<file path="src/design/idll_pkg.sv">
`timescale 1ns / 1ps
// ----------------------------------------------------------------------------
// idll_pkg
// types and constants shared by the linked list core and its link memory
// ----------------------------------------------------------------------------
package idll_pkg;

    localparam int MaxNodes = 64;
    localparam int IdW      = 7;
    localparam int CntW     = $clog2(MaxNodes);

    typedef logic [IdW-1:0]  t_id;
    typedef logic [CntW-1:0] t_cnt;

    localparam t_id NullId  = '0;
    localparam t_id FirstId = t_id'(1);
    localparam t_id MaxId   = t_id'(MaxNodes);

    typedef enum logic [1:0] {
        CMD_INS_LEFT  = 2'd0,
        CMD_INS_RIGHT = 2'd1,
        CMD_REMOVE    = 2'd2,
        CMD_READOUT   = 2'd3
    } t_cmd;

    typedef enum logic [1:0] {
        STS_OK      = 2'd0,
        STS_FULL    = 2'd1,
        STS_ABSENT  = 2'd2,
        STS_IGNORED = 2'd3
    } t_status;

    typedef enum logic [2:0] {
        S_IDLE,
        S_EXEC,
        S_FIX,
        S_WALK,
        S_OUT
    } t_state;

    // next link entry carries the presence flag of its own id
    typedef struct packed {
        logic pres;
        t_id  link;
    } t_nx_word;

    typedef struct packed {
        logic     nx_we;
        t_id      nx_addr;
        t_nx_word nx_word;
        logic     pv_we;
        t_id      pv_addr;
        t_id      pv_data;
    } t_link_wr;

    typedef struct packed {
        t_nx_word nx;
        t_id      pv;
    } t_link_rd;

endpackage

</file>
<file path="src/design/indexed_doubly_linked_list.sv">
`timescale 1ns / 1ps
// ----------------------------------------------------------------------------
// indexed_doubly_linked_list
// ordered list of node ids kept in next and previous link memories by id
// ----------------------------------------------------------------------------
// One command beat in, its result beats out; a new command is taken only once
// the last result beat of the previous one has gone. Insert and remove read the
// links of the reference id, then write in an execute state and, for a
// successful insert or a non-head remove, in a fix state, as each link memory
// has one write port; then comes the output beat. Readout does one registered
// link read and one output beat per listed id, up to 64 ids. After reset the
// list holds id 1 alone; no clearing pass is needed.
// ----------------------------------------------------------------------------
module indexed_doubly_linked_list import idll_pkg::*; (
    input  logic        i_clk,
    input  logic        i_rst_n,
    input  logic        s_axis_tvalid,
    output logic        s_axis_tready,
    input  logic [7:0]  s_axis_tdata,   // ref_id[6:0], zero [7]
    input  logic [1:0]  s_axis_tuser,   // cmd[1:0]
    output logic        m_axis_tvalid,
    input  logic        m_axis_tready,
    output logic [15:0] m_axis_tdata,   // node_id[6:0], status[8:7], zero [15:9]
    output logic        m_axis_tlast,   // is_last
    output logic        m_axis_tuser    // list_empty
);

    t_state   r_state, n_state;
    t_cmd     r_cmd, n_cmd;
    t_id      r_ref, n_ref;
    t_id      r_head, n_head;
    t_id      r_free, n_free;
    t_id      r_cur, n_cur;
    t_cnt     r_cnt, n_cnt;
    t_id      r_nb, n_nb;
    t_id      r_nx, n_nx;
    logic     r_o_valid, n_o_valid;
    t_id      r_o_node, n_o_node;
    t_status  r_o_status, n_o_status;
    logic     r_o_last, n_o_last;
    logic     r_o_empty, n_o_empty;

    t_id      rd_addr;
    t_link_wr wr;
    t_link_rd rd;
    t_id      in_ref;
    logic     in_ok;
    logic     ref_ok;
    logic     pres;
    logic     full;
    logic     is_ins;

    idll_link_mem u_mem (
        .i_clk     (i_clk),
        .i_rst_n   (i_rst_n),
        .i_rd_addr (rd_addr),
        .i_wr      (wr),
        .o_rd      (rd)
    );

    assign in_ref = s_axis_tdata[IdW-1:0];
    assign in_ok  = (in_ref != NullId) && (in_ref <= MaxId);
    assign ref_ok = (r_ref != NullId) && (r_ref <= MaxId);
    assign pres   = ref_ok && rd.nx.pres;
    assign full   = (r_free > MaxId);
    assign is_ins = (r_cmd == CMD_INS_LEFT) || (r_cmd == CMD_INS_RIGHT);

    always_ff @(posedge i_clk) begin
        if (!i_rst_n) begin
            r_state   <= S_IDLE;
            r_head    <= FirstId;
            r_free    <= t_id'(2);
            r_o_valid <= 1'b0;
        end else begin
            r_state   <= n_state;
            r_head    <= n_head;
            r_free    <= n_free;
            r_o_valid <= n_o_valid;
        end
    end

    always_ff @(posedge i_clk) begin
        r_cmd      <= n_cmd;
        r_ref      <= n_ref;
        r_cur      <= n_cur;
        r_cnt      <= n_cnt;
        r_nb       <= n_nb;
        r_nx       <= n_nx;
        r_o_node   <= n_o_node;
        r_o_status <= n_o_status;
        r_o_last   <= n_o_last;
        r_o_empty  <= n_o_empty;
    end

    always_comb begin
        n_state    = r_state;
        n_cmd      = r_cmd;
        n_ref      = r_ref;
        n_head     = r_head;
        n_free     = r_free;
        n_cur      = r_cur;
        n_cnt      = r_cnt;
        n_nb       = r_nb;
        n_nx       = r_nx;
        n_o_valid  = r_o_valid;
        n_o_node   = r_o_node;
        n_o_status = r_o_status;
        n_o_last   = r_o_last;
        n_o_empty  = r_o_empty;
        rd_addr    = r_cur;
        wr         = '0;

        unique case (r_state)
            S_IDLE: begin
                if (s_axis_tvalid) begin
                    n_cmd = t_cmd'(s_axis_tuser);
                    n_ref = in_ref;
                    if (t_cmd'(s_axis_tuser) == CMD_READOUT) begin
                        if (r_head == NullId) begin
                            n_o_valid  = 1'b1;
                            n_o_node   = NullId;
                            n_o_status = STS_OK;
                            n_o_last   = 1'b1;
                            n_o_empty  = 1'b1;
                            n_state    = S_OUT;
                        end else begin
                            rd_addr = r_head;
                            n_cur   = r_head;
                            n_cnt   = '0;
                            n_state = S_WALK;
                        end
                    end else begin
                        rd_addr = in_ok ? in_ref : NullId;
                        n_state = S_EXEC;
                    end
                end
            end

            S_EXEC: begin
                n_o_last  = 1'b1;
                n_o_empty = 1'b0;
                if (is_ins) begin
                    if (full || !pres) begin
                        n_o_valid  = 1'b1;
                        n_o_node   = NullId;
                        n_o_status = full ? STS_FULL : STS_ABSENT;
                        n_state    = S_OUT;
                    end else begin
                        wr.nx_we        = 1'b1;
                        wr.nx_addr      = r_free;
                        wr.nx_word.pres = 1'b1;
                        wr.pv_we        = 1'b1;
                        wr.pv_addr      = r_free;
                        if (r_cmd == CMD_INS_LEFT) begin
                            n_nb            = rd.pv;
                            wr.pv_data      = rd.pv;
                            wr.nx_word.link = r_ref;
                        end else begin
                            n_nb            = rd.nx.link;
                            wr.pv_data      = r_ref;
                            wr.nx_word.link = rd.nx.link;
                        end
                        n_state = S_FIX;
                    end
                end else if (!pres) begin
                    n_o_valid  = 1'b1;
                    n_o_node   = r_ref;
                    n_o_status = STS_IGNORED;
                    n_state    = S_OUT;
                end else begin
                    wr.nx_we        = 1'b1;
                    wr.nx_addr      = r_ref;
                    wr.nx_word.pres = 1'b0;
                    wr.nx_word.link = rd.nx.link;
                    wr.pv_we        = (rd.nx.link != NullId);
                    wr.pv_addr      = rd.nx.link;
                    wr.pv_data      = rd.pv;
                    n_nb            = rd.pv;
                    n_nx            = rd.nx.link;
                    if (rd.pv == NullId) begin
                        n_head     = rd.nx.link;
                        n_o_valid  = 1'b1;
                        n_o_node   = r_ref;
                        n_o_status = STS_OK;
                        n_state    = S_OUT;
                    end else begin
                        n_state = S_FIX;
                    end
                end
            end

            S_FIX: begin
                n_o_valid  = 1'b1;
                n_o_status = STS_OK;
                n_o_last   = 1'b1;
                n_o_empty  = 1'b0;
                n_state    = S_OUT;
                wr.nx_word.pres = 1'b1;
                if (r_cmd == CMD_INS_LEFT) begin
                    wr.nx_we        = (r_nb != NullId);
                    wr.nx_addr      = r_nb;
                    wr.nx_word.link = r_free;
                    wr.pv_we        = 1'b1;
                    wr.pv_addr      = r_ref;
                    wr.pv_data      = r_free;
                    if (r_head == r_ref) begin
                        n_head = r_free;
                    end
                    n_free   = r_free + t_id'(1);
                    n_o_node = r_free;
                end else if (r_cmd == CMD_INS_RIGHT) begin
                    wr.nx_we        = 1'b1;
                    wr.nx_addr      = r_ref;
                    wr.nx_word.link = r_free;
                    wr.pv_we        = (r_nb != NullId);
                    wr.pv_addr      = r_nb;
                    wr.pv_data      = r_free;
                    n_free          = r_free + t_id'(1);
                    n_o_node        = r_free;
                end else begin
                    wr.nx_we        = 1'b1;
                    wr.nx_addr      = r_nb;
                    wr.nx_word.link = r_nx;
                    n_o_node        = r_ref;
                end
            end

            S_WALK: begin
                n_o_valid  = 1'b1;
                n_o_node   = r_cur;
                n_o_status = STS_OK;
                n_o_empty  = 1'b0;
                n_o_last   = (rd.nx.link == NullId) || (r_cnt == t_cnt'(MaxNodes - 1));
                n_cur      = rd.nx.link;
                n_cnt      = r_cnt + t_cnt'(1);
                n_state    = S_OUT;
            end

            S_OUT: begin
                if (m_axis_tready) begin
                    n_o_valid = 1'b0;
                    if (r_o_last) begin
                        n_state = S_IDLE;
                    end else begin
                        rd_addr = r_cur;
                        n_state = S_WALK;
                    end
                end
            end

            default: begin
                n_state = S_IDLE;
            end
        endcase
    end

    assign s_axis_tready = (r_state == S_IDLE);
    assign m_axis_tvalid = r_o_valid;
    assign m_axis_tdata  = {7'd0, r_o_status, r_o_node};
    assign m_axis_tlast  = r_o_last;
    assign m_axis_tuser  = r_o_empty;

    a_one_side: assert property (@(posedge i_clk) disable iff (!i_rst_n)
        s_axis_tready |-> !m_axis_tvalid)
        else $error("command taken while a result beat is pending");

    a_free_range: assert property (@(posedge i_clk) disable iff (!i_rst_n)
        (r_free >= t_id'(2)) && (r_free <= MaxId + t_id'(1)))
        else $error("next free id out of range");

    a_free_step: assert property (@(posedge i_clk) disable iff (!i_rst_n)
        (r_state == S_FIX) && is_ins |=> r_free == $past(r_free) + t_id'(1))
        else $error("insert did not advance the free id");

    a_walk_id: assert property (@(posedge i_clk) disable iff (!i_rst_n)
        (r_state == S_WALK) |-> (r_cur != NullId) && (r_cur <= MaxId))
        else $error("readout walked onto a null id");

    a_empty_last: assert property (@(posedge i_clk) disable iff (!i_rst_n)
        m_axis_tvalid && m_axis_tuser |-> m_axis_tlast && (r_head == NullId))
        else $error("empty flag on a beat that is not a lone empty readout");

endmodule

</file>
<file path="src/design/idll_link_mem.sv">
`timescale 1ns / 1ps
// ----------------------------------------------------------------------------
// idll_link_mem
// next and previous link memories, one write and one registered read each
// ----------------------------------------------------------------------------
module idll_link_mem import idll_pkg::*; (
    input  logic     i_clk,
    input  logic     i_rst_n,
    input  t_id      i_rd_addr,
    input  t_link_wr i_wr,
    output t_link_rd o_rd
);

    t_nx_word         r_nx_mem [0:MaxNodes];
    t_id              r_pv_mem [0:MaxNodes];
    logic [MaxNodes:0] r_nx_vld;
    logic [MaxNodes:0] r_pv_vld;
    t_nx_word         r_nx_q;
    t_id              r_pv_q;
    logic             r_nx_v;
    logic             r_pv_v;
    logic             r_first;

    always_ff @(posedge i_clk) begin
        if (i_wr.nx_we) begin
            r_nx_mem[i_wr.nx_addr] <= i_wr.nx_word;
        end
        if (i_wr.pv_we) begin
            r_pv_mem[i_wr.pv_addr] <= i_wr.pv_data;
        end
        r_nx_q <= r_nx_mem[i_rd_addr];
        r_pv_q <= r_pv_mem[i_rd_addr];
    end

    always_ff @(posedge i_clk) begin
        if (!i_rst_n) begin
            r_nx_vld <= '0;
            r_pv_vld <= '0;
            r_nx_v   <= 1'b0;
            r_pv_v   <= 1'b0;
            r_first  <= 1'b0;
        end else begin
            if (i_wr.nx_we) begin
                r_nx_vld[i_wr.nx_addr] <= 1'b1;
            end
            if (i_wr.pv_we) begin
                r_pv_vld[i_wr.pv_addr] <= 1'b1;
            end
            r_nx_v  <= r_nx_vld[i_rd_addr];
            r_pv_v  <= r_pv_vld[i_rd_addr];
            r_first <= (i_rd_addr == FirstId);
        end
    end

    // untouched entries read as reset contents: null links, only id 1 present
    assign o_rd.nx = r_nx_v ? r_nx_q : t_nx_word'{pres: r_first, link: NullId};
    assign o_rd.pv = r_pv_v ? r_pv_q : NullId;

endmodule

</file>
<file path="config.mk">
export PLATFORM = sky130hd
export DESIGN_NAME = indexed_doubly_linked_list
export DESIGN_NICKNAME = d
export VERILOG_FILES = /design/src/design/idll_pkg.sv /design/src/design/indexed_doubly_linked_list.sv /design/src/design/idll_link_mem.sv
export SDC_FILE = /design/constraint.sdc
export NUM_CORES = 2
export LEC_CHECK = 0
export BUFFER_PORTS_ARGS = -buffer_cell sky130_fd_sc_hd__buf_2
export CELL_PAD_IN_SITES_DETAIL_PLACEMENT = 1
export CELL_PAD_IN_SITES_GLOBAL_PLACEMENT = 2
export CORE_MARGIN = 2
export CORE_UTILIZATION = 41
export DETAILED_ROUTE_END_ITERATION = 8
export PLACE_DENSITY = 0.75
export SLEW_MARGIN = 20
export SYNTH_ARGS = -nofsm -noshare
export SYNTH_HDL_FRONTEND = slang
export SYNTH_SLANG_ARGS = --single-unit
</file>
<file path="constraint.sdc">
create_clock -name i_clk -period 7.15 [get_ports i_clk]
set_clock_uncertainty 0.05 [all_clocks]
set_input_delay 0.3575 -clock i_clk [delete_from_list [all_inputs] [get_ports i_clk]]
set_output_delay 0.3575 -clock i_clk [all_outputs]
set_load 0.02 [all_outputs]
</file>
## Word level (Yosys, flattened, before mapping)

Memory sizes are Yosys's and may differ from the RTL's. A register that Yosys moved wholly into a read port is not among the register bits.
Cells that the tools add are included.

- Register bits: 198
- Memory bits (writable): 975
- Output and inout port bits: 20
- Memories: 2

Memory list:

| memory | depth | width | rd ports | clocked after Yosys merged registers in | write ports | line | text |
|---|---|---|---|---|---|---|---|
| u_mem.r_nx_mem | 65 | 8 | 1 | 1 | 1 | idll_link_mem.sv:14 | `t_nx_word r_nx_mem [0:MaxNodes];` |
| u_mem.r_pv_mem | 65 | 7 | 1 | 1 | 1 | idll_link_mem.sv:15 | `t_id r_pv_mem [0:MaxNodes];` |

- $add $sub $neg: 2
- Order comparisons: 8
- Eq/ne operators: 22
- Multiplexer cells: 89
- Bitwise gates (word level): 3
- Reduce and logical (&&, ||, !) cells: 43

Operator list:

| cell | number |
|---|---|
| two-way mux 7 bit | 32 |
| bitwise OR 65 bit | 2 |
| two-way mux 31 bit | 3 |
| case mux 31 bit (2 select lines) | 1 |
| case mux 7 bit (2 select lines) | 2 |
| case mux 7 bit (4 select lines) | 1 |
| nonzero test 7 bit | 4 |
| < comparator 7 x 8 -> 1 bit (second input constant) | 3 |
| two-way mux 3 bit | 8 |
| two-way mux 22 bit | 1 |
| zero test 7 bit | 3 |
| two-way mux 2 bit | 9 |
| two-way mux 6 bit | 3 |
| inequality test 2 bit (second input constant) | 9 |
| AND reduction 6 bit | 3 |
| two-way mux 1 bit | 16 |
| two-way mux 8 bit | 2 |
| two-way mux 15 bit | 1 |
| binary-select mux 1 bit (select 7 bit) | 2 |
| demux 1 bit (select 7 bit) | 2 |
| greater-or-equal comparator 7 x 1 -> 1 bit (second input constant) | 2 |
| <= comparator 7 bit (second input constant) | 2 |
| case mux 3 bit (4 select lines) | 1 |
| case mux 6 bit (2 select lines) | 1 |
| other kinds (33) | 54 |

## Depth between registers and ports, before layout

- Word-level depth: 13
- Depth in mapped cells: 16
- Depth with buffers taken out: 11

## Hierarchy

Synthesis repeated with hierarchy kept, for this count alone.

- Cell total of the unflattened synthesis: 2769
- Area, all modules: 47714.5 um^2

Modules (own cells, without submodules):

| module | instances | cells an instance | area an instance (um^2) | sequential area each (um^2) |
|---|---|---|---|---|
| idll_link_mem | 1 | 2347 | 43619.3 | 32240.9 |
| indexed_doubly_linked_list | 1 | 422 | 4095.2 | 1771.7 |

## Worst setup path before layout

No wires, ideal clock.

- Path type: register to register
- From: reg r_ref[3]
- To: mem u_mem.r_nx_mem[0][7] in the netlist's numbering, data pin
- Setup time: 0.729 ns
- Arrival time: 4.411 ns
- Required time: 6.371 ns
- Slack: 1.961 ns
- Cell stages (with the launch flop): 7
- Path buffers: 2
- Period minus slack after synthesis: 5.189 ns
- Path through: edfxtp_1 -> clkbuf_1 -> nor4_1 -> a21boi_0 -> or4_1 -> buf_2 -> o31ai_1

RTL lines:

| element | line | text |
|---|---|---|
| start, declared | indexed_doubly_linked_list.sv:30 | `t_id r_ref, n_ref;` |
| start signal, assigned | indexed_doubly_linked_list.sv:84 | `r_ref <= n_ref;` |
| end, declared | idll_link_mem.sv:14 |  |

## Worst setup path after layout

- From: reg r_state[2]
- To: mem u_mem.r_pv_mem[26][6] in the netlist's numbering (enable)

- Cells in the longest elaborated chain, start to end: 4
- Elaborated cells between the ends (all ways): 5
- Classes of those cells: 2 x eq/ne; 3 x mux

RTL lines:

| element | line | text |
|---|---|---|
| start, declared | indexed_doubly_linked_list.sv:28 | `t_state r_state, n_state;` |
| start signal, assigned | indexed_doubly_linked_list.sv:75 | `r_state <= n_state;` |
| == test 3 x 2 -> 1 bit or == test 3 x 1 -> 1 bit (tied branches) | indexed_doubly_linked_list.sv:113 | `unique case (r_state)` |
| case mux 31 bit (2 select lines) (*) | indexed_doubly_linked_list.sv:113 |  |
| two-way mux 1 bit | idll_link_mem.sv:28 | `if (i_wr.pv_we) begin` |
| two-way mux 1 bit (not written as such) | idll_link_mem.sv:29 | `r_pv_mem[i_wr.pv_addr] <= i_wr.pv_data;` |
| end, declared | idll_link_mem.sv:15 |  |

Every way passes the cells marked *; elsewhere a longest branch is shown, timed or not.

==> flow_summary.toml <==
[logic_synthesis]
synth_top_cell_by_area = "edfxtp_1"
ys_seq_elements = 1188
synthCells = 4203
syn-cell-area_um2 = 49000
synth-async-reset-ratio = 0
netlist-cell-type-count = 76
yosys_most_used_dff = "edfxtp_1"
ys_top_cells_by_area = "edfxtp_1, nand2_1, dfxtp_1"
seq_area_frac_synth = 0.694
synth_warnings = 0
synth_edf_count = 1022
avgSynthCellArea_um2 = 11.7
yosysTopAreaCellShare = 0.627

[clocking]
cts_resized = 0
cts_buffer_depth = 3
cts_buffers = 133
root_buffer = "clkbuf_16"
cts_setup_buffers = 0
cts_tree = "yes"
postCtsHoldBufs = 11
clkSinkCount = 1188
insertion_delay_ns = 0.77
htree_num_levels = 4
clk_pin_slew_worst_paths_ns = 0.06

[critical_path]
crit_path_top_delay_cell = "or4_1"
crit_type = "flop to flop"
startpoint = "r_state[2]"
cp.arrival_ns = 5.94
required_ns = 7.47
critPathMaxFanout = 16
slowest_delay_ns = 0.99
crit_path_cell_trace = "inv_1 -> nand3_1 -> or4_1 -> a21o_1 -> inv_1 -> nand2_1 -> a21oi_1 -> and3_1 -> nand2_1 -> nor2_1"
critPathCaptureType = "flop"
startpoint_type = "flop"
r2r_start = "r_state[2]"

[timing]
slew_viol_final = 0
finalSetupTns_ns = 0
slew_headroom = 0.237
timing.fmax_mhz = 178
setup_violations = 0
period_needed_ns = 5.62
worst_slack_ns = 1.53
hold_viol_final = 0
worst_pin_slew_ns = 1.14
period_share = 0.786
holdWs_ns = 0.0617
rsz0062_at_grt = "false"

[routing]
vias = 34400
drc = 0
detail-route-antenna-nets = 0
wire_per_inst_um = 28.5
dr.pass1.iters = 5
drt_iter0_markers = 3318
finalWirelength_um = 166000
post_drt_via_cell_ratio = 5.89

[worst_hold_path]
worstHoldStart = "s_axis_tvalid"
hp-class = "primary input to flop"

[power_and_ir_drop]
p_leak_nw = 18.8
cellPowerDensity_nw_per_um2 = 327
ir_worst_vdd_mv = 0.254
power.total_mw = 18.0

[finish]
areaGrowthSynthToFinish_pct = 12.7
drive_above_1_share = 0.0826
layout_common_cells = "nand2_1, edfxtp_1, nand3_1"
fin_nets = 4209
final_common_cell = "nand2_1"
fin_util = 0.467

[global_routing]
grt-ovfl-total = 0
grt_max_degree = 94
grt_use_total = 0.272
grt_pass1_vias = 34300
antenna_found_initial = 2
grt_pass1_wl_um = 242000

[placement]
dp_hpwl_um = 104000
pre_cts_ws_ns = 1.60
io_buffers = 25
gp_congestion = 0.863

[floorplan]
die-area_um2 = 122000
pin_count = 34
core.rowCount = 126
die_w_um = 350
die_h_um = 350
core_um2 = 118000
start_util = 0.414

[job]
drv_cap = 0

[run_status]
run_status = "complete, no violations"
-- metrics by stage --
step                area [um^2]  cells
detailed placement        50800   5582
global placement          50800   5581
global route              55200   5834
finish                    55200   5835
CTS                       55200   5834
floorplan                 49000   4209
-- final timing paths --
check	to	slack, ns	cells past startpoint
setup / recovery	u_mem.r_pv_mem[26][6]	1.53	10
hold / removal	m_axis_tuser	0.06	3
setup reg to reg	u_mem.r_pv_mem[26][6]	1.53	10
hold reg to reg	u_mem.r_pv_vld[0]	0.40	2
-- worst max-delay path, delay by kind of cell (launching register included) --
kind / cells / cell delay [ns]
AO/OA/AOI/OAI: 2 / 0.99
buffers and inverters: 2 / 0.71
flip-flops: 1 / 0.46
AND/OR/NAND/NOR: 6 / 3.01
-- cells in the mapped netlist (5+ instances only) --
cell / count
a32o_1: 9
buf_1: 22
and3_1: 52
o22a_1: 7
xnor2_1: 6
a31oi_1: 45
buf_6: 5
nor2b_1: 11
nand4_1: 40
buf_2: 125
a221oi_1: 8
a2bb2oi_1: 5
mux2i_1: 54
inv_1: 24
dfxtp_1: 166
nand2_1: 1116
nor3_1: 18
a211oi_1: 20
and2_1: 12
edfxtp_1: 1022
o21a_1: 101
xor2_1: 10
o211ai_1: 9
or3_1: 11
o22ai_1: 25
a22oi_1: 24
nand3_1: 571
nor4_1: 13
o21ai_0: 83
o31ai_1: 6
or4_1: 8
a311oi_1: 26
a221o_1: 12
a32oi_1: 12
buf_4: 31
a21oi_1: 104
nor2_1: 227
clkbuf_1: 93
-- routing by layer --
metal	routed length (um)	track usage	up-vias	share of wire
met1	73100	0.378	17800	0.44
met5	0	0	-	0
met4	5120	0.0893	0	0.031
met3	9430	0.0392	267	0.057
li1	-	-	15200	-
met2	78500	0.439	1072	0.47
-- flip-flops by register name, summed over array words and instances, names as in the netlist, 7 cells and up --
signal / flops
u_mem.r_nx_mem: 520
u_mem.r_pv_mem: 455
u_mem.r_nx_vld: 65
u_mem.r_pv_vld: 65
u_mem.r_nx_q: 8
r_cur: 7
r_free: 7
r_head: 7
r_nb: 7
r_nx: 7
r_o_node: 7
r_ref: 7
u_mem.r_pv_q: 7
-- area by class of cell --
cell class | instances | area, um^2
Tap cell | 1536 | 1920
Inverter | 26 | 103
Antenna cell | 1 | 2.50
Multi-Input combinational cell | 2719 | 13800
Fill cell | 12300 | 63000
Timing Repair Buffer | 124 | 1110
Clock buffer | 188 | 3750
Clock inverter | 53 | 509
Sequential cell | 1188 | 34000
-- report_power, final --
| part | internal [mW] | switching [mW] | leakage [nW] |
|---|---|---|---|
| Sequential | 7.62 | 0.136 | 10.1 |
| Clock | 3.95 | 2.84 | 2.09 |
| Combinational | 0.906 | 2.60 | 6.60 |
-- cells by family (layout without fill, tap and decap cells) --
kind of cell / Yosys count / count (layout) / synth area share
compound gates: 536 / 536 / 0.0747
xor+xnor: 16 / 16 / 0.00286
fa+ha+maj: 3 / 3 / 0.000766
buf+inv: 302 / 391 / 0.0296
flops: 1188 / 1188 / 0.694
mux: 56 / 56 / 0.0120
other cells: 1 / 8 / 0.0000766
simple gates: 2101 / 2101 / 0.186
No activity file was read; power rests on OpenSTA's default activity.
